### src/hw/rtl/stereo_comb_allpass_reverb_macros.svh
// assertion macros for the stereo comb/allpass reverb
// used by files that carry concurrent checks; no other dependencies
`ifndef STEREO_COMB_ALLPASS_REVERB_MACROS_SVH
`define STEREO_COMB_ALLPASS_REVERB_MACROS_SVH
`ifndef NO_ASSERTIONS
// clocked check, off while reset is high
`define SCAR_ASSERT(lbl, clk, rst, prop) \
   lbl: assert property (@(posedge clk) disable iff (rst) prop) \
      else $error("scar assertion failed");
// clocked check that also holds across reset
`define SCAR_ASSERT_NR(lbl, clk, prop) \
   lbl: assert property (@(posedge clk) prop) \
      else $error("scar assertion failed");
`else
`define SCAR_ASSERT(lbl, clk, rst, prop)
`define SCAR_ASSERT_NR(lbl, clk, prop)
`endif
`endif

### src/hw/rtl/scar_pkg.sv
// shared types, constants and helper functions of the stereo reverb
// no dependencies
`timescale 1ns / 1ps
package scar_pkg;

   localparam int COMB_COUNT_DEF         = 8;
   localparam int ALLPASS_COUNT_DEF      = 4;
   localparam int STEREO_SPREAD_DEF      = 23;
   localparam int COMB_MAX_LENGTH_DEF    = 2048;
   localparam int ALLPASS_MAX_LENGTH_DEF = 1024;
   localparam int SAMPLE_BITS_DEF        = 16;

   localparam int INPUT_GAIN     = 492;
   localparam int FEEDBACK_RESET = 27525;

   localparam int CSR_ADDR_W = 5;
   localparam int CSR_DATA_W = 32;

   // register reset values
   localparam logic        ENABLE_RESET   = 1'b1;
   localparam logic        MONO_RESET     = 1'b0;
   localparam logic [14:0] DRY_RESET      = 15'd16384;
   localparam logic [14:0] WET_MAIN_RESET = 15'd12288;
   localparam logic [14:0] WET_CROSS_RESET = 15'd0;
   localparam logic [14:0] DAMPING_RESET  = 15'd16384;
   localparam logic [3:0]  FB_INDEX_RESET = 4'd0;
   localparam logic [14:0] FB_VALUE_RESET = 15'd27525;

   typedef enum logic [2:0] {
      REG_ENABLE, REG_MONO, REG_DRY, REG_WET_MAIN,
      REG_WET_CROSS, REG_DAMPING, REG_FB_INDEX, REG_FB_VALUE
   } reg_index_type;

   typedef enum logic [3:0] {
      ST_CLEAR, ST_IDLE, ST_BYPASS, ST_COMB_RD, ST_COMB_LP, ST_COMB_FB,
      ST_AP_RD, ST_AP_WR, ST_MIX, ST_DONE
   } state_type;

   typedef enum logic [3:0] {
      OP_NONE, OP_CLEAR, OP_LOAD, OP_COMB_RD, OP_COMB_LP, OP_COMB_FB,
      OP_AP_RD, OP_AP_WR, OP_MIX, OP_OUT, OP_BYPASS
   } op_type;

   typedef struct packed {
      op_type op;
   } cmd_type;

   typedef struct packed {
      logic clear_done;
      logic comb_last;
      logic ap_last;
      logic mix_last;
   } status_type;

   localparam int COMB_TUNE [16] = '{
      1116, 1188, 1277, 1356, 1422, 1491, 1557, 1617,
      1687, 1733, 1801, 1867, 1931, 1997, 2053, 2111
   };
   localparam int ALLPASS_TUNE [8] = '{556, 441, 341, 225, 179, 131, 97, 67};

   // comb line length, right side longer by the spread, capped at the max
   function automatic int comb_len(int line, int count, int spread, int maxlen);
      int base;
      int n;
      base = (line >= count) ? line - count : line;
      n = COMB_TUNE[base & 15] + ((line >= count) ? spread : 0);
      return (n > maxlen) ? maxlen : n;
   endfunction

   function automatic int allpass_len(int line, int count, int spread, int maxlen);
      int base;
      int n;
      base = (line >= count) ? line - count : line;
      n = ALLPASS_TUNE[base & 7] + ((line >= count) ? spread : 0);
      return (n > maxlen) ? maxlen : n;
   endfunction

   // clamp to a signed range of the given width
   function automatic logic signed [63:0] sat_to(logic signed [63:0] v, int bits);
      logic signed [63:0] hi;
      logic signed [63:0] lo;
      hi = (64'sd1 <<< (bits - 1)) - 64'sd1;
      lo = -hi - 64'sd1;
      return (v > hi) ? hi : ((v < lo) ? lo : v);
   endfunction

endpackage

### src/hw/rtl/scar_csr.sv
// configuration registers and comb feedback table behind the apb-style port
// depends on scar_pkg
`timescale 1ns / 1ps
module scar_csr #(
   parameter int COMB_COUNT = scar_pkg::COMB_COUNT_DEF
) (
   input  logic                                clock,
   input  logic                                reset,
   input  logic                                csr_psel,
   input  logic                                csr_penable,
   input  logic                                csr_pwrite,
   input  logic [scar_pkg::CSR_ADDR_W-1:0]     csr_paddr,
   input  logic [scar_pkg::CSR_DATA_W-1:0]     csr_pwdata,
   output logic [scar_pkg::CSR_DATA_W-1:0]     csr_prdata,
   output logic                                csr_pready,
   output logic                                enable,
   output logic                                mono_input,
   output logic [14:0]                         dry_gain,
   output logic [14:0]                         wet_main_gain,
   output logic [14:0]                         wet_cross_gain,
   output logic [14:0]                         damping,
   input  logic [$clog2(2*COMB_COUNT)-1:0]     fb_line,
   output logic [14:0]                         fb_value
);
   import scar_pkg::*;

   localparam int NCL = 2 * COMB_COUNT;
   localparam int CLW = $clog2(NCL);

   logic        enable_ff, mono_ff;
   logic [14:0] dry_ff, wm_ff, wc_ff, damp_ff, fbv_ff;
   logic [3:0]  fbi_ff;
   logic [14:0] fb_tab_ff [NCL];
   logic        wr;
   reg_index_type idx;

   assign csr_pready = 1'b1;
   assign wr  = csr_psel & csr_penable & csr_pwrite;
   assign idx = reg_index_type'(csr_paddr[4:2]);

   // register writes
   always_ff @(posedge clock) begin
      if (reset) begin
         enable_ff <= ENABLE_RESET;
         mono_ff   <= MONO_RESET;
         dry_ff    <= DRY_RESET;
         wm_ff     <= WET_MAIN_RESET;
         wc_ff     <= WET_CROSS_RESET;
         damp_ff   <= DAMPING_RESET;
         fbi_ff    <= FB_INDEX_RESET;
         fbv_ff    <= FB_VALUE_RESET;
         for (int i = 0; i < NCL; i++) begin
            fb_tab_ff[i] <= FB_VALUE_RESET;
         end
      end else if (wr) begin
         unique case (idx)
            REG_ENABLE:    enable_ff <= csr_pwdata[0];
            REG_MONO:      mono_ff   <= csr_pwdata[0];
            REG_DRY:       dry_ff    <= csr_pwdata[14:0];
            REG_WET_MAIN:  wm_ff     <= csr_pwdata[14:0];
            REG_WET_CROSS: wc_ff     <= csr_pwdata[14:0];
            REG_DAMPING:   damp_ff   <= csr_pwdata[14:0];
            REG_FB_INDEX:  fbi_ff    <= csr_pwdata[3:0];
            REG_FB_VALUE: begin
               fbv_ff <= csr_pwdata[14:0];
               if (32'(fbi_ff) < NCL) begin
                  fb_tab_ff[CLW'(fbi_ff)] <= csr_pwdata[14:0];
               end
            end
            default: ;
         endcase
      end
   end

   // read mux
   always_comb begin
      unique case (idx)
         REG_ENABLE:    csr_prdata = 32'(enable_ff);
         REG_MONO:      csr_prdata = 32'(mono_ff);
         REG_DRY:       csr_prdata = 32'(dry_ff);
         REG_WET_MAIN:  csr_prdata = 32'(wm_ff);
         REG_WET_CROSS: csr_prdata = 32'(wc_ff);
         REG_DAMPING:   csr_prdata = 32'(damp_ff);
         REG_FB_INDEX:  csr_prdata = 32'(fbi_ff);
         REG_FB_VALUE:  csr_prdata = 32'(fbv_ff);
         default:       csr_prdata = '0;
      endcase
   end

   assign enable         = enable_ff;
   assign mono_input     = mono_ff;
   assign dry_gain       = dry_ff;
   assign wet_main_gain  = wm_ff;
   assign wet_cross_gain = wc_ff;
   assign damping        = damp_ff;
   assign fb_value       = fb_tab_ff[fb_line];
endmodule

### config.mk
export PLATFORM = sky130hd
export DESIGN_NAME = scar_csr
export DESIGN_NICKNAME = d
export VERILOG_FILES = /design/src/hw/rtl/stereo_comb_allpass_reverb_macros.svh /design/src/hw/rtl/scar_pkg.sv /design/src/hw/rtl/scar_csr.sv
export SDC_FILE = /design/constraint.sdc
export NUM_CORES = 1
export LEC_CHECK = 0
export BUFFER_PORTS_ARGS = -buffer_cell sky130_fd_sc_hd__clkbuf_2
export CORE_AREA = 2 2 167 169
export DETAILED_ROUTE_END_ITERATION = 8
export DIE_AREA = 0 0 169 171
export PLACE_DENSITY_LB_ADDON = 0.12
export SLEW_MARGIN = 20
export SYNTH_ARGS = -nofsm -noshare
export SYNTH_HDL_FRONTEND = slang
export SYNTH_SLANG_ARGS = --single-unit
### constraint.sdc
create_clock -name clock -period 2.41 [get_ports clock]
set_input_delay 0.1205 -clock clock [delete_from_list [all_inputs] [get_ports clock]]
set_output_delay 0.1205 -clock clock [all_outputs]
set_load 0.1 [all_outputs]
==> results.yml <==
run_status:
  outcome: "finished, final reports clean"
layout:
  antenna_cells: 0
  fin_nets: 1372
  syn2layout_area_growth_pct: 18.73
  final_util: 0.6371
  final_cells: 1697
  drive_gt1_frac: 0.2568
critical_path:
  start_kind: "flop"
  critPathSlowestCell: "mux4_2"
  cp_slowest_stage_delay_ps: 470
  arrival_ps: 2120
  worstPathCellList: "mux4_2 -> a22oi_1 -> nand2_1 -> buf_12"
  criticalPathCategory: "reg2out"
  r2r_cells: 4
  critPathCaptureType: "output port"
  crit_fanout: 1
  cp.required_ps: 2290
clock_network:
  ctsRootBufferMaster: "clkbuf_16"
  clock_path_buffers: 3
  htreeDepth: 2
  ctsResizeCount: 0
  cts_tree: "yes"
  post-cts-setup-buffers: 0
  cts_sinks: 321
  clk-insertion-delay-late_ps: 520
  path_clk_slew_ps: 60
  cts_hold_buf: 5
  numCtsBuffers: 35
power:
  p_leak_nw: 5.692
  vdd_drop_max_uv: 441.4
  power_density_nw_per_um2: 727.9
floorplan:
  die_w_um: 169
  io_pins: 156
  fp.dieH_um: 171
  start_util: 0.5366
  core-area_um2: 27320
  core.rowCount: 61
  dieArea_um2: 28900
routing:
  vias: 10380
  viasPerCell: 6.115
  wl_per_cell_um: 22.68
  drt_iter0_drc: 893
  wl_mm: 38.48
  drcViolationCount: 0
  drt_pass1_iterations: 5
  ant_nets: 0
logic_synthesis:
  synth_warnings: 0
  netlist_area_um2: 14660
  synth_seq_cells: 321
  postSynthAreaPerCell_um2: 12.21
  syn-instance-count: 1201
  ys_seq_area_frac: 0.6022
  ys_types: 47
sta:
  relSlewSlack: 0.2341
  hold_slack_ps: 20.06
  fin_ws_ps: 171.9
  rsz0062_at_grt: "no"
  fmax_ghz: 0.4468
  clock_skew_ps: 13.12
  fin_crit_ps: 2238
  worst_slew_pin_slew_ps: 1145
  finalHoldViolations: 0
  finalSetupViolations: 0
  fin_setup_tns_ps: 0
  fin_crit_sh: 0.9287
  slew_violations: 0
job:
  cap_violations: 0
placed_design:
  port_buffers: 118
  gp_congestion: 0.8859
  post-place-ws_ps: 280.3
  place_inst: 1630
  dp_hpwl_mm: 26.63
grt:
  overflow: 0
  grt_max_degree: 50
  grt_pass1_wl_mm: 60.13
  grt_pass1_vias: 10380
  grt_usage: 0.2731
  antenna_found_initial: 0
min_path:
  holdPathStages: 3
  holdCritPathClass: "in2reg"
==> placed cells by master (no fill, tap or decap), types with 11 or more instances in the layout <==
cell / n
nor2_1: 124
a21o_1: 16
dfxtp_1: 81
buf_12: 36
o21ai_0: 71
mux2_2: 13
nand2_1: 153
clkbuf_16: 37
edfxtp_1: 240
conb_1: 18
a221oi_1: 11
clkbuf_2: 86
nand3_1: 85
and3_1: 14
a22oi_1: 44
a21oi_1: 69
nor2b_1: 11
buf_4: 70
mux4_2: 60
==> layout make-up <==
type | count | area [um2]
multi-input cells | 769 | 5285
flip-flops and latches | 321 | 8828
clock buffers | 47 | 993.5
clock inverters | 15 | 133.9
inverters | 2 | 7.507
repair buffers | 197 | 1727
well taps | 346 | 432.9
fillers | 2150 | 9916
==> cells in the mapped netlist (all sizes together) <==
master	n	share of area
buf	78	0.033
nand2	154	0.040
nand4b	7	0.0093
a21oi	79	0.027
o2bb2ai	2	0.0012
dfxtp	81	0.11
nor2b	11	0.0047
nand2b	7	0.0030
and4	1	0.00060
and4b	1	0.00068
a22oi	44	0.023
or3	1	0.00043
conb	2	0.00051
mux2	13	0.010
a21o	16	0.0082
o31a	1	0.00060
mux4	60	0.092
o221ai	2	0.0012
nor3	9	0.0041
and3	14	0.0060
nand4	2	0.0019
mux2i	4	0.0027
nor2	125	0.032
nor4b	1	0.0016
edfxtp	240	0.49
nand3b	3	0.0015
a211o	10	0.0060
or2	1	0.00043
a221o	2	0.0014
and3b	2	0.0012
inv	2	0.00051
nor3b	1	0.00051
and2	3	0.0013
o21ai	71	0.024
a221oi	11	0.0066
nand3	85	0.029
nor4	8	0.011
clkbuf	47	0.012
==> per-stage QoR <==
stage	total power, mW	instance area, um2
after floorplan	7.083	14770
after global placement	7.529	16230
after detailed placement	7.537	16230
after CTS	12.74	17410
after global routing	13.00	17410
final	12.67	17410
==> kinds of logic (layout without fill, tap and decap cells) <==
logic type	Yosys count	count (layout)	share of synthesized area
AND/OR/NAND/NOR	436	436	0.1486
other	2	18	0.0005122
flip-flops	321	321	0.6022
buffers and inverters	127	261	0.04506
multiplexers	77	77	0.1049
AO/OA/AOI/OAI	238	238	0.09882
==> critical path: cells and delay by family (launching register included) <==
family | cells | cell delay [ps]
AND/OR/NAND/NOR | 1 | 230
buffers and inverters | 1 | 230
multiplexers | 1 | 470
AO/OA/AOI/OAI | 1 | 310
flip-flops | 1 | 360
==> registers in the layout, indices dropped and copies added, names as in the netlist <==
name and count:
damping 15, dry_gain 15, enable 1, fb_tab_ff 240
fbi_ff 4, fbv_ff 15, mono_input 1, wet_cross_gain 15
wet_main_gain 15
==> power breakdown <==
group | internal (mW) | switching [mW] | total (mW)
clock network | 3.11 | 2.13 | 5.24
registers | 6.00 | 0.0266 | 6.02
logic | 0.399 | 1.01 | 1.40
==> metal layers <==
| metal | global-route usage | part of all wire | up-vias |
|---|---|---|---|
| met5 | 0 | 0 | - |
| met4 | 0.09588 | 0.032 | 0 |
| met3 | 0.05228 | 0.083 | 81 |
| met2 | 0.4556 | 0.49 | 500 |
| met1 | 0.3615 | 0.39 | 5109 |
| li1 | - | - | 4688 |
==> final timing paths <==
check / startpoint / endpoint / slack, ps
setup / recovery: fb_tab_ff[10][6] / fb_value[6] / 170
hold / removal: csr_pwdata[4] / wet_main_gain[4] / 20
setup reg to reg: fbi_ff[2] / fb_tab_ff[13][3] / 330
hold reg to reg: fbv_ff[14] / fbv_ff[14] / 470
(Power assumes the default switching activity.)
