**src/hw/rtl/stereo_comb_allpass_reverb_macros.svh**
```systemverilog
// assertion macros for the stereo comb/allpass reverb
// used by files that carry concurrent checks; no other dependencies
`ifndef STEREO_COMB_ALLPASS_REVERB_MACROS_SVH
`define STEREO_COMB_ALLPASS_REVERB_MACROS_SVH
`ifndef NO_ASSERTIONS
// clocked check, off while reset is high
`define SCAR_ASSERT(lbl, clk, rst, prop) \
   lbl: assert property (@(posedge clk) disable iff (rst) prop) \
      else $error("scar assertion failed");
// clocked check that also holds across reset
`define SCAR_ASSERT_NR(lbl, clk, prop) \
   lbl: assert property (@(posedge clk) prop) \
      else $error("scar assertion failed");
`else
`define SCAR_ASSERT(lbl, clk, rst, prop)
`define SCAR_ASSERT_NR(lbl, clk, prop)
`endif
`endif

```
**src/hw/rtl/scar_pkg.sv**
```systemverilog
// shared types, constants and helper functions of the stereo reverb
// no dependencies
`timescale 1ns / 1ps
package scar_pkg;

   localparam int COMB_COUNT_DEF         = 8;
   localparam int ALLPASS_COUNT_DEF      = 4;
   localparam int STEREO_SPREAD_DEF      = 23;
   localparam int COMB_MAX_LENGTH_DEF    = 2048;
   localparam int ALLPASS_MAX_LENGTH_DEF = 1024;
   localparam int SAMPLE_BITS_DEF        = 16;

   localparam int INPUT_GAIN     = 492;
   localparam int FEEDBACK_RESET = 27525;

   localparam int CSR_ADDR_W = 5;
   localparam int CSR_DATA_W = 32;

   // register reset values
   localparam logic        ENABLE_RESET   = 1'b1;
   localparam logic        MONO_RESET     = 1'b0;
   localparam logic [14:0] DRY_RESET      = 15'd16384;
   localparam logic [14:0] WET_MAIN_RESET = 15'd12288;
   localparam logic [14:0] WET_CROSS_RESET = 15'd0;
   localparam logic [14:0] DAMPING_RESET  = 15'd16384;
   localparam logic [3:0]  FB_INDEX_RESET = 4'd0;
   localparam logic [14:0] FB_VALUE_RESET = 15'd27525;

   typedef enum logic [2:0] {
      REG_ENABLE, REG_MONO, REG_DRY, REG_WET_MAIN,
      REG_WET_CROSS, REG_DAMPING, REG_FB_INDEX, REG_FB_VALUE
   } reg_index_type;

   typedef enum logic [3:0] {
      ST_CLEAR, ST_IDLE, ST_BYPASS, ST_COMB_RD, ST_COMB_LP, ST_COMB_FB,
      ST_AP_RD, ST_AP_WR, ST_MIX, ST_DONE
   } state_type;

   typedef enum logic [3:0] {
      OP_NONE, OP_CLEAR, OP_LOAD, OP_COMB_RD, OP_COMB_LP, OP_COMB_FB,
      OP_AP_RD, OP_AP_WR, OP_MIX, OP_OUT, OP_BYPASS
   } op_type;

   typedef struct packed {
      op_type op;
   } cmd_type;

   typedef struct packed {
      logic clear_done;
      logic comb_last;
      logic ap_last;
      logic mix_last;
   } status_type;

   localparam int COMB_TUNE [16] = '{
      1116, 1188, 1277, 1356, 1422, 1491, 1557, 1617,
      1687, 1733, 1801, 1867, 1931, 1997, 2053, 2111
   };
   localparam int ALLPASS_TUNE [8] = '{556, 441, 341, 225, 179, 131, 97, 67};

   // comb line length, right side longer by the spread, capped at the max
   function automatic int comb_len(int line, int count, int spread, int maxlen);
      int base;
      int n;
      base = (line >= count) ? line - count : line;
      n = COMB_TUNE[base & 15] + ((line >= count) ? spread : 0);
      return (n > maxlen) ? maxlen : n;
   endfunction

   function automatic int allpass_len(int line, int count, int spread, int maxlen);
      int base;
      int n;
      base = (line >= count) ? line - count : line;
      n = ALLPASS_TUNE[base & 7] + ((line >= count) ? spread : 0);
      return (n > maxlen) ? maxlen : n;
   endfunction

   // clamp to a signed range of the given width
   function automatic logic signed [63:0] sat_to(logic signed [63:0] v, int bits);
      logic signed [63:0] hi;
      logic signed [63:0] lo;
      hi = (64'sd1 <<< (bits - 1)) - 64'sd1;
      lo = -hi - 64'sd1;
      return (v > hi) ? hi : ((v < lo) ? lo : v);
   endfunction

endpackage

```
**src/hw/rtl/scar_ctrl.sv**
```systemverilog
// sequencer of the reverb: clear sweep, line walk, mix, bypass and output beat
// depends on scar_pkg and the assertion macro header
`timescale 1ns / 1ps
`include "stereo_comb_allpass_reverb_macros.svh"
module scar_ctrl (
   input  logic                 clock,
   input  logic                 reset,
   input  logic                 req_tvalid,
   output logic                 req_tready,
   output logic                 rsp_tvalid,
   input  logic                 rsp_tready,
   input  logic                 enable,
   input  scar_pkg::status_type status,
   output scar_pkg::cmd_type    cmd
);
   import scar_pkg::*;

   state_type state_ff, state_in;
   logic      valid_ff, valid_in;
   logic      slot_free;

   assign slot_free = !valid_ff || rsp_tready;

   // next state
   always_comb begin
      state_in = state_ff;
      unique case (state_ff)
         ST_CLEAR:   if (status.clear_done) state_in = ST_IDLE;
         ST_IDLE:    if (req_tvalid) state_in = enable ? ST_COMB_RD : ST_BYPASS;
         ST_BYPASS:  if (slot_free) state_in = ST_IDLE;
         ST_COMB_RD: state_in = ST_COMB_LP;
         ST_COMB_LP: state_in = ST_COMB_FB;
         ST_COMB_FB: state_in = status.comb_last ? ST_AP_RD : ST_COMB_RD;
         ST_AP_RD:   state_in = ST_AP_WR;
         ST_AP_WR:   state_in = status.ap_last ? ST_MIX : ST_AP_RD;
         ST_MIX:     if (status.mix_last) state_in = ST_DONE;
         ST_DONE:    if (slot_free) state_in = ST_IDLE;
         default:    state_in = ST_CLEAR;
      endcase
   end

   // outputs
   always_comb begin
      cmd.op     = OP_NONE;
      req_tready = 1'b0;
      unique case (state_ff)
         ST_CLEAR:   cmd.op = OP_CLEAR;
         ST_IDLE: begin
            req_tready = 1'b1;
            if (req_tvalid) cmd.op = OP_LOAD;
         end
         ST_BYPASS:  if (slot_free) cmd.op = OP_BYPASS;
         ST_COMB_RD: cmd.op = OP_COMB_RD;
         ST_COMB_LP: cmd.op = OP_COMB_LP;
         ST_COMB_FB: cmd.op = OP_COMB_FB;
         ST_AP_RD:   cmd.op = OP_AP_RD;
         ST_AP_WR:   cmd.op = OP_AP_WR;
         ST_MIX:     cmd.op = OP_MIX;
         ST_DONE:    if (slot_free) cmd.op = OP_OUT;
         default:    cmd.op = OP_NONE;
      endcase
   end

   // result beat holding register
   always_comb begin
      if (cmd.op == OP_OUT || cmd.op == OP_BYPASS) begin
         valid_in = 1'b1;
      end else if (rsp_tready) begin
         valid_in = 1'b0;
      end else begin
         valid_in = valid_ff;
      end
   end

   always_ff @(posedge clock) begin
      if (reset) begin
         state_ff <= ST_CLEAR;
         valid_ff <= 1'b0;
      end else begin
         state_ff <= state_in;
         valid_ff <= valid_in;
      end
   end

   assign rsp_tvalid = valid_ff;

   `SCAR_ASSERT_NR(a_reset_clears, clock, reset |=> (state_ff == ST_CLEAR))
   `SCAR_ASSERT(a_accept_leaves_idle, clock, reset, (req_tvalid && req_tready) |=> (state_ff != ST_IDLE))
   `SCAR_ASSERT(a_beat_held, clock, reset, (rsp_tvalid && !rsp_tready) |=> rsp_tvalid)
   `SCAR_ASSERT(a_beat_source, clock, reset, $rose(rsp_tvalid) |-> ($past(state_ff) == ST_DONE || $past(state_ff) == ST_BYPASS))
endmodule

```
**config.mk**
```make
export PLATFORM = sky130hd
export DESIGN_NAME = scar_ctrl
export DESIGN_NICKNAME = d
export VERILOG_FILES = /design/src/hw/rtl/scar_pkg.sv /design/src/hw/rtl/scar_ctrl.sv
export VERILOG_INCLUDE_DIRS = /design/src /design/src/hw/rtl
export SDC_FILE = /design/constraint.sdc
export NUM_CORES = 1
export LEC_CHECK = 0
export ABC_AREA = 1
export CORE_AREA = 4 4 41 43
export DETAILED_ROUTE_END_ITERATION = 16
export DIE_AREA = 0 0 45 47
export DONT_BUFFER_PORTS = 1
export PLACE_DENSITY = 0.48
export SLEW_MARGIN = 20
export SYNTH_ARGS = -nofsm -noshare
export SYNTH_HDL_FRONTEND = slang
export SYNTH_SLANG_ARGS = --single-unit
```
**constraint.sdc**
```tcl
create_clock -name clock -period 2 [get_ports clock]
set_input_delay 0.2 -clock clock [delete_from_list [all_inputs] [get_ports clock]]
set_output_delay 0.2 -clock clock [all_outputs]
set_load 0.02 [all_outputs]
```
==> results of run 1 <==
-- layout make-up --
class / count / area share
Inverter: 12 / 0.0865
Tap cell: 15 / 0.0361
Multi-Input combinational cell: 61 / 0.620
Sequential cell: 5 / 0.192
Clock buffer: 4 / 0.0505
Timing Repair Buffer: 1 / 0.0144
-- through the flow --
step	util	worst slack [ns]
finish	0.400	0.288
global route	0.400	0.132
CTS	0.400	0.265
detailed placement	0.380	0.541
global placement	0.380	0.544
floorplan	-	0.661
-- registers in the layout, indices dropped and copies added (netlist names) --
register    cells
rsp_tvalid      1
state_ff        4
-- metal layers --
metal | wire length [um] | vias up | share of wire | global-route usage
met2 | 590 | 20 | 0.48 | 0.215
met1 | 558 | 228 | 0.45 | 0.152
met5 | 0 | - | 0 | 0
li1 | - | 257 | - | -
met4 | 0 | 0 | 0 | 0.0409
met3 | 87 | 0 | 0.070 | 0.0421
-- cells by family (layout without fill, tap and decap cells) --
logic type	after synthesis	after routing	share of synthesized area
flip-flops	5	5	0.209
buffers and inverters	13	17	0.117
AND/OR/NAND/NOR	52	52	0.559
AO/OA/AOI/OAI	9	9	0.115
-- power by group --
| part | internal (mW) | leakage (nW) | switching (mW) |
|---|---|---|---|
| Sequential | 0.121 | 0.0407 | 0.0392 |
| Clock | 0.0755 | 0.0150 | 0.0419 |
| Combinational | 0.117 | 0.213 | 0.260 |
| Total | 0.314 | 0.269 | 0.341 |
-- worst paths after layout --
kind,startpoint,to,slack [ns]
worst max-delay path,rsp_tvalid,cmd[1],0.29
worst min-delay path,reset,state_ff[0],0.02
worst max register to register,state_ff[2],state_ff[0],0.60
worst min register to register,state_ff[3],state_ff[3],0.55
-- layout by cell type (no fill, tap or decap), types with 2 or more instances in the layout --
cell and n:
clkbuf_4 3, a21oi_1 3, nand2_2 3, nor2_4 2, dfxtp_1 5, nand2_1 20
nand2_4 2, nor2_2 7, nand3_1 9, o21ai_0 2, inv_1 9, nor2_1 7
inv_2 3
==> flow_metrics.env, run 1 <==
export IMPL_cpPeakStageDelay_ns=0.43
export IMPL_synth_common_cells="nand2_1 (20), inv_1 (9), nand3_1 (9)"
export IMPL_hold_viol_final=0
export IMPL_cp_start_kind="flop"
export IMPL_cp_top_family="flip-flops"
export IMPL_htreeDepth=1
export IMPL_synth_nets=88
export IMPL_grt_pass1_vias=447
export IMPL_cts_root_buffer="clkbuf_4"
export IMPL_critical_path_depth=5
export IMPL_clock_sinks=5
export IMPL_ys_seq_area_frac=0.209
export IMPL_yosysTopAreaCell="dfxtp_1"
export IMPL_routedWlPerCell_um=12.6
export IMPL_period_share=0.856
export IMPL_die_h_um=47
export IMPL_die_area_sq_mm=0.00212
export IMPL_area_delta_synth_final_pct=8.62
export IMPL_cts_tree="built"
export IMPL_holdPathStages=1
export IMPL_ys_ff_latch=5
export IMPL_hold_slack_ns=0.0219
export IMPL_outcome="finished, final reports clean"
export IMPL_crit_path_max_fanout=4
export IMPL_core_sq_mm=0.00130
export IMPL_first_iter_violations=10
export IMPL_grt_overflow=0
export IMPL_synth_most_common_cell="nand2_1"
export IMPL_yosys_top_cells_area="dfxtp_1 (21%), nand2_1 (16%), nand3_1 (9.4%), nor2_2 (9.1%), inv_1 (7.0%)"
export IMPL_synth_area_sq_um=479
export IMPL_clock_skew_ns=0.00255
export IMPL_fill_cells=160
export IMPL_ant_nets=0
export IMPL_setup_tns_ns=0
export IMPL_clkLatencyLatePin_ns=0.24
export IMPL_r2r_worst_path_cells=8
export IMPL_wl_um=1240
export IMPL_rsz0062_at_grt="no"
export IMPL_totalPowerFinal_uw=655
export IMPL_worst_pin_slew_ns=0.527
export IMPL_hold_class="in2reg"
export IMPL_numCtsBuffers=3
export IMPL_crit_chain="inv_1 -> nor2_1 -> nor2_1 -> inv_1 -> o2111ai_1"
export IMPL_slew_headroom=0.648
export IMPL_synthDominantCellAreaShare=0.209
export IMPL_ys_types=19
export IMPL_initial_utilization=0.368
export IMPL_die_x_um=45
export IMPL_crit_buf_inv=2
export IMPL_dr_pass1_iters=5
export IMPL_ctsHoldBuffers=0
export IMPL_postPlaceCellArea_sq_um=494
export IMPL_instances_no_fill=98
export IMPL_design_area_sq_um=520
export IMPL_ctsLongestPathBuffers=2
export IMPL_power_density_mw_per_mm2=1260
export IMPL_maxCapViolCount=0
export IMPL_postSynthAreaPerCell_sq_um=6.07
export IMPL_crit_path_top_delay_cell="dfxtp_1"
export IMPL_track_usage=0.127
export IMPL_synthFlopType="dfxtp_1"
export IMPL_seq_area_sq_um=100
export IMPL_vias=505
export IMPL_endpoint_kind="output pin"
export IMPL_grt_max_degree=8
export IMPL_yosysWarningCount=0
export IMPL_cts_resized=0
export IMPL_multiInputGateArea_sq_um=323
export IMPL_ir_worst_vdd_v=0.000359
export IMPL_route_detailed_drc=0
export IMPL_viasPerCell=5.15
export IMPL_critPathRequiredTime_ns=1.80
export IMPL_placed_cells=94
export IMPL_globalplace_congestion=0.757
export IMPL_antenna_found_initial=0
export IMPL_final_nets=93
export IMPL_criticalPathCategory="reg2out"
export IMPL_synthArstFlopShare=0
export IMPL_setup_viol_count_final=0
export IMPL_synthesis_instances=79
export IMPL_period_needed_ns=1.71
export IMPL_p_leak_nw=0.269
export IMPL_ios=15
export IMPL_fmax_ghz=0.584
export IMPL_antennaDiodeCount=0
export IMPL_path_clk_slew_ns=0.05
export IMPL_grt_pass1_wl_um=1980
export IMPL_synth_edf_count=0
export IMPL_report_final_slew_viol_count=0
export IMPL_post_cts_buffers=0
export IMPL_drive_above_1_share=0.253
export IMPL_crit_arrival_ns=1.51
export IMPL_dp_hpwl_um=1020
export IMPL_num_rows=13
export IMPL_port_buffers=0
(Power assumes the default switching activity.)
==> inputs of run 2 (changes only) <==
--- a/config.mk
+++ b/config.mk
@@ -12,6 +12,7 @@
 export DIE_AREA = 0 0 45 47
 export DONT_BUFFER_PORTS = 1
 export PLACE_DENSITY = 0.48
+export REMOVE_ABC_BUFFERS = 1
 export SLEW_MARGIN = 20
 export SYNTH_ARGS = -nofsm -noshare
 export SYNTH_HDL_FRONTEND = slang
==> run 2 against run 1 <==
Non-clock buffer count fell by 1. Worst setup slack got worse by 0.056 ns. Count of clock-buffer cells in the layout did not move. Utilization fell by 0.58 points. Cell count fell by 1.0%. Design area fell by 1.4%. Critical path depth fell by 1. Hold slack got worse by 0.0040 ns. Maximum frequency fell by 3.1%. Flip-flop and latch count did not move. Clock skew barely moved. Largest power group unchanged.
==> flow_metrics.env, run 2 (synthesis results as in run 1) <==
export IMPL_drive_above_1_share=0.244
export IMPL_instances_no_fill=97
export IMPL_crit_path_frequent_cell="nand2_1"
export IMPL_setup_viol_count_final=0
export IMPL_vias=484
export IMPL_grt_overflow=0
export IMPL_final_util=0.394
export IMPL_crit_path_max_fanout=9
export IMPL_p_leak_nw=0.263
export IMPL_period_needed_ns=1.77
export IMPL_setup_tns_ns=0
export IMPL_die_x_um=45
export IMPL_cts_resized=0
export IMPL_antenna_found_initial=0
export IMPL_die_area_sq_mm=0.00212
export IMPL_core_sq_mm=0.00130
export IMPL_outcome="finished, final reports clean"
export IMPL_globalplace_congestion=0.770
export IMPL_cp_top_family="simple AND/OR/NAND/NOR gates"
export IMPL_die_h_um=47
export IMPL_ir_worst_vdd_v=0.000500
export IMPL_hold_slack_ns=0.0179
export IMPL_crit_arrival_ns=1.57
export IMPL_period_share=0.884
export IMPL_clkLatencyLatePin_ns=0.25
export IMPL_numCtsBuffers=3
export IMPL_first_iter_violations=8
export IMPL_track_usage=0.121
export IMPL_maxCapViolCount=0
export IMPL_clock_sinks=5
export IMPL_final_cell_mix="nand2_1 (20), inv_1 (9), nand3_1 (9)"
export IMPL_initial_utilization=0.368
export IMPL_hold_class="in2reg"
export IMPL_slew_headroom=0.627
export IMPL_wl_um=1100
export IMPL_hold_viol_final=0
export IMPL_power_density_mw_per_mm2=1230
export IMPL_crit_buf_inv=0
export IMPL_grt_pass1_wl_um=1830
export IMPL_path_clk_slew_ns=0.04
export IMPL_worst_pin_slew_ns=0.558
export IMPL_antennaDiodeCount=0
export IMPL_clock_skew_ns=0.00273
export IMPL_num_rows=13
export IMPL_criticalPathCategory="reg2out"
export IMPL_htreeDepth=1
export IMPL_ios=15
export IMPL_cts_tree="built"
export IMPL_cpPeakStageDelay_ns=0.51
export IMPL_dp_hpwl_um=921
export IMPL_ant_nets=0
export IMPL_seq_area_sq_um=100
export IMPL_grt_max_degree=10
export IMPL_port_buffers=0
export IMPL_crit_chain="nand2_1 -> nor2_2 -> nand2_1 -> o2111ai_1"
export IMPL_critPathRequiredTime_ns=1.80
export IMPL_crit_path_top_delay_cell="dfxtp_1"
export IMPL_ctsLongestPathBuffers=2
export IMPL_post_cts_buffers=0
export IMPL_ctsHoldBuffers=0
export IMPL_area_delta_synth_final_pct=7.05
export IMPL_routedWlPerCell_um=11.3
export IMPL_fill_cells=152
export IMPL_viasPerCell=4.99
export IMPL_endpoint_kind="output pin"
export IMPL_cp_start_kind="flop"
export IMPL_fmax_ghz=0.566
export IMPL_largest_reg_flops=4
export IMPL_dr_pass1_iters=4
export IMPL_rsz0062_at_grt="no"
export IMPL_cts_root_buffer="clkbuf_4"
export IMPL_route_detailed_drc=0
export IMPL_report_final_slew_viol_count=0
export IMPL_largest_register="state_ff"
export IMPL_placed_cells=93
export IMPL_final_common_cell="nand2_1"
export IMPL_multiInputGateArea_sq_um=323
export IMPL_grt_pass1_vias=448
export IMPL_final_nets=92
==> run 2: changes by cell type in the layout (fill, tap and decap cells not counted) <==
cell | before | now
buf_4 | 1 | 0
==> run 2: final cells by class <==
class	instances	area share
clock buffer	4	0.0512
inverter	12	0.0878
sequential	5	0.195
tap	15	0.0366
multi-input combinational	61	0.629
==> run 2: metrics by stage <==
stage          total power [mW]  setup WS (ns)  cell area, sq um
2_1_floorplan             0.463          0.654               468
3_3_place_gp              0.524          0.525               487
3_5_place_dp              0.516          0.503               487
4_1_cts                   0.638          0.237               513
5_1_grt                   0.685          0.103               513
6_report                  0.633          0.232               513
==> run 2: final timing paths <==
path,startpoint,end,slack (ns),depth (start not counted)
worst max-delay path,state_ff[0],cmd[1],0.23,4
worst min-delay path,reset,state_ff[2],0.02,1
worst max register to register,state_ff[0],state_ff[0],0.55,8
worst min register to register,state_ff[3],state_ff[3],0.55,2
==> run 2: report_power, final <==
part / internal [mW] / switching, mW / total (mW)
sequential: 0.121 / 0.0498 / 0.171
clock: 0.0756 / 0.0436 / 0.119
combinational: 0.105 / 0.237 / 0.342
==> run 2: routing by layer <==
layer / GRT usage / wire, um / up-vias
met5: 0 / 0 / -
met4: 0.0175 / 0 / 0
met3: 0.0881 / 133 / 0
met2: 0.192 / 506 / 17
met1: 0.134 / 457 / 210
li1: - / - / 257
==> inputs of run 3 (changes only) <==
--- a/config.mk
+++ b/config.mk
@@ -6,12 +6,11 @@
 export SDC_FILE = /design/constraint.sdc
 export NUM_CORES = 1
 export LEC_CHECK = 0
-export ABC_AREA = 1
 export CORE_AREA = 4 4 41 43
 export DETAILED_ROUTE_END_ITERATION = 16
 export DIE_AREA = 0 0 45 47
 export DONT_BUFFER_PORTS = 1
-export PLACE_DENSITY = 0.48
+export PLACE_DENSITY = 0.46
 export REMOVE_ABC_BUFFERS = 1
 export SLEW_MARGIN = 20
 export SYNTH_ARGS = -nofsm -noshare
==> run 3 against run 2 <==
Synthesized cell count shrank 19%. Largest cell class unchanged. Cell count shrank 16%. Count of clock-buffer cells in the layout is the same. Sequential power grew 44%. Worst setup slack lost 0.086 ns. Maximum frequency shrank 4.6%. Sequential share of layout area grew 1.1 points. Die area is the same. Wire length grew 5.6%. Flip-flop and latch count is the same. Non-clock buffer count grew 3.
==> flow_metrics.env, run 3 <==
export IMPL_port_buffers=0
export IMPL_dp_hpwl_um=876
export IMPL_htreeDepth=1
export IMPL_met1Wirelength_um=495
export IMPL_hold_slack_ns=0.0204
export IMPL_vias=470
export IMPL_cp_start_kind="flop"
export IMPL_routedWlPerCell_um=14.3
export IMPL_clkLatencyLatePin_ns=0.24
export IMPL_track_usage=0.123
export IMPL_final_setup_worst_slack_ns=0.147
export IMPL_ys_types=29
export IMPL_grt_max_degree=14
export IMPL_synth_area_sq_um=452
export IMPL_cts_root_buffer="clkbuf_4"
export IMPL_route_detailed_drc=0
export IMPL_ios=15
export IMPL_p_leak_nw=0.180
export IMPL_cts_tree="built"
export IMPL_ir_worst_vdd_v=0.000616
export IMPL_wl_met2_um=544
export IMPL_antenna_found_initial=0
export IMPL_report_final_slew_viol_count=0
export IMPL_synthFlopType="dfxtp_1"
export IMPL_place_ws_ns=0.328
export IMPL_hold_viol_final=0
export IMPL_synthesis_instances=64
export IMPL_grt_pass1_wl_um=1770
export IMPL_antennaDiodeCount=0
export IMPL_rsz0062_at_grt="no"
export IMPL_setup_tns_ns=0
export IMPL_setup_viol_count_final=0
export IMPL_drive_above_1_share=0.152
export IMPL_postSynthAreaPerCell_sq_um=7.06
export IMPL_final_cell_mix="nor2_1 (7), o21ai_0 (7), a21oi_1 (7)"
export IMPL_pwr_share_comb=0.581
export IMPL_path_clk_slew_ns=0.05
export IMPL_period_share=0.927
export IMPL_endpoint_kind="output pin"
export IMPL_cts_resized=0
export IMPL_num_rows=13
export IMPL_die_area_sq_mm=0.00212
export IMPL_synth_common_cells="a21oi_1 (7), nor2_1 (7), o21ai_0 (7)"
export IMPL_ctsLongestPathBuffers=2
export IMPL_wl_um=1160
export IMPL_ant_nets=0
export IMPL_seqPwrFrac=0.281
export IMPL_critPathRequiredTime_ns=1.80
export IMPL_die_x_um=45
export IMPL_maxCapViolCount=0
export IMPL_yosysTopAreaCell="dfxtp_1"
export IMPL_post_cts_buffers=0
export IMPL_period_needed_ns=1.85
export IMPL_initial_utilization=0.347
export IMPL_viasPerCell=5.80
export IMPL_synth_edf_count=0
export IMPL_crit_chain="nor3b_1 -> nand2_1 -> a21oi_1"
export IMPL_crit_path_max_fanout=13
export IMPL_area_delta_synth_final_pct=7.76
export IMPL_slew_headroom=0.684
export IMPL_ys_seq_area_frac=0.222
export IMPL_cpPeakStageDelay_ns=0.55
export IMPL_power_density_mw_per_mm2=1790
export IMPL_hold_class="in2reg"
export IMPL_first_iter_violations=9
export IMPL_internal_power_uw=436
export IMPL_ys_ff_latch=5
export IMPL_clock_sinks=5
export IMPL_sw_frac_of_total=0.501
export IMPL_synthDominantCellAreaShare=0.222
export IMPL_crit_arrival_ns=1.65
export IMPL_crit_path_top_delay_cell="dfxtp_1"
export IMPL_switchingPower_uw=437
export IMPL_yosys_top_cells_area="dfxtp_1 (22%), a21oi_1 (7.8%), o21ai_0 (7.8%), nor2_1 (5.8%), inv_1 (4.2%)"
export IMPL_synthArstFlopShare=0
export IMPL_globalplace_congestion=0.743
export IMPL_largest_register="state_ff"
export IMPL_clock_skew_ns=0.00189
export IMPL_criticalPathCategory="reg2out"
export IMPL_outcome="finished, final reports clean"
export IMPL_totalPowerFinal_uw=872
export IMPL_ctsHoldBuffers=0
export IMPL_numCtsBuffers=3
export IMPL_yosysWarningCount=0
export IMPL_final_nets=76
export IMPL_grt_pass1_vias=403
export IMPL_dr_max_layer_used="met4"
export IMPL_largest_reg_flops=4
export IMPL_wl_met3_um=94
export IMPL_worst_pin_slew_ns=0.472
export IMPL_p_clk_frac=0.137
export IMPL_fmax_ghz=0.540
export IMPL_dr_pass1_iters=4
export IMPL_grt_overflow=0
export IMPL_core_sq_mm=0.00130
export IMPL_die_h_um=47
## run 3: cell count changes in the layout (fill, tap and decap cells not counted), sizes merged, moves of 2 or more
cell    change
nand2      -21
nor2        -9
inv         -7
nand3       -7
o21ai       +5
a21oi       +4
buf         +3
a311oi      +2
nand2b      +2
nor2b       +2
nor3        +2
o31a        +2
## run 3: layout make-up
| class | instances | area [sq um] |
|---|---|---|
| sequential | 5 | 100 |
| inverter | 5 | 18.8 |
| timing repair buffer | 3 | 22.5 |
| fill | 154 | 815 |
| multi-input combinational | 49 | 300 |
| clock buffer | 4 | 26.3 |
| tap | 15 | 18.8 |
## run 3: stage by stage
| step | instance area (sq um) | utilization | instances |
|---|---|---|---|
| after floorplan | 419 | - | 59 |
| final | 487 | 0.374 | 81 |
| after CTS | 487 | 0.374 | 81 |
| after global routing | 487 | 0.374 | 81 |
| after detailed placement | 460 | 0.354 | 77 |
| after global placement | 460 | 0.354 | 77 |
## run 3: final timing paths
path,from,to,slack (ns),cells after the start
worst min register to register,state_ff[2],state_ff[2],0.61,2
worst max register to register,state_ff[0],state_ff[0],0.31,4
worst min-delay path,reset,state_ff[0],0.02,1
worst max-delay path,state_ff[1],cmd[3],0.15,3
## run 3: layer usage
layer | vias up | global-route usage
met3 | 4 | 0.0460
met5 | - | 0
met1 | 215 | 0.138
met2 | 14 | 0.192
met4 | 0 | 0.0877
li1 | 237 | -
## run 3: cell families (layout without fill, tap and decap cells)
kind of cell | count (synthesis) | after routing | share of synthesized area
and+or+nand+nor | 24 | 24 | 0.285
xor gates and xnor gates | 1 | 1 | 0.0194
DFF | 5 | 5 | 0.222
buffers and inverters | 10 | 12 | 0.114
AOI/OAI and AO/OA | 23 | 23 | 0.335
muxes | 1 | 1 | 0.0249
## run 3: critical path, delay by kind of cell (launching register included)
family	cells	cell delay, ns
flip-flops	1	0.55
AND/OR/NAND/NOR	2	0.46
AO/OA/AOI/OAI	1	0.40
## run 3: power groups by stage
stage                     sequential, mW  clock (mW)  combinational (mW)
final                              0.246       0.120               0.507
after CTS                          0.243       0.122               0.512
after detailed placement           0.243           0               0.509
after global placement             0.247           0               0.511
after global routing               0.256       0.125               0.561
after floorplan                    0.227           0               0.385
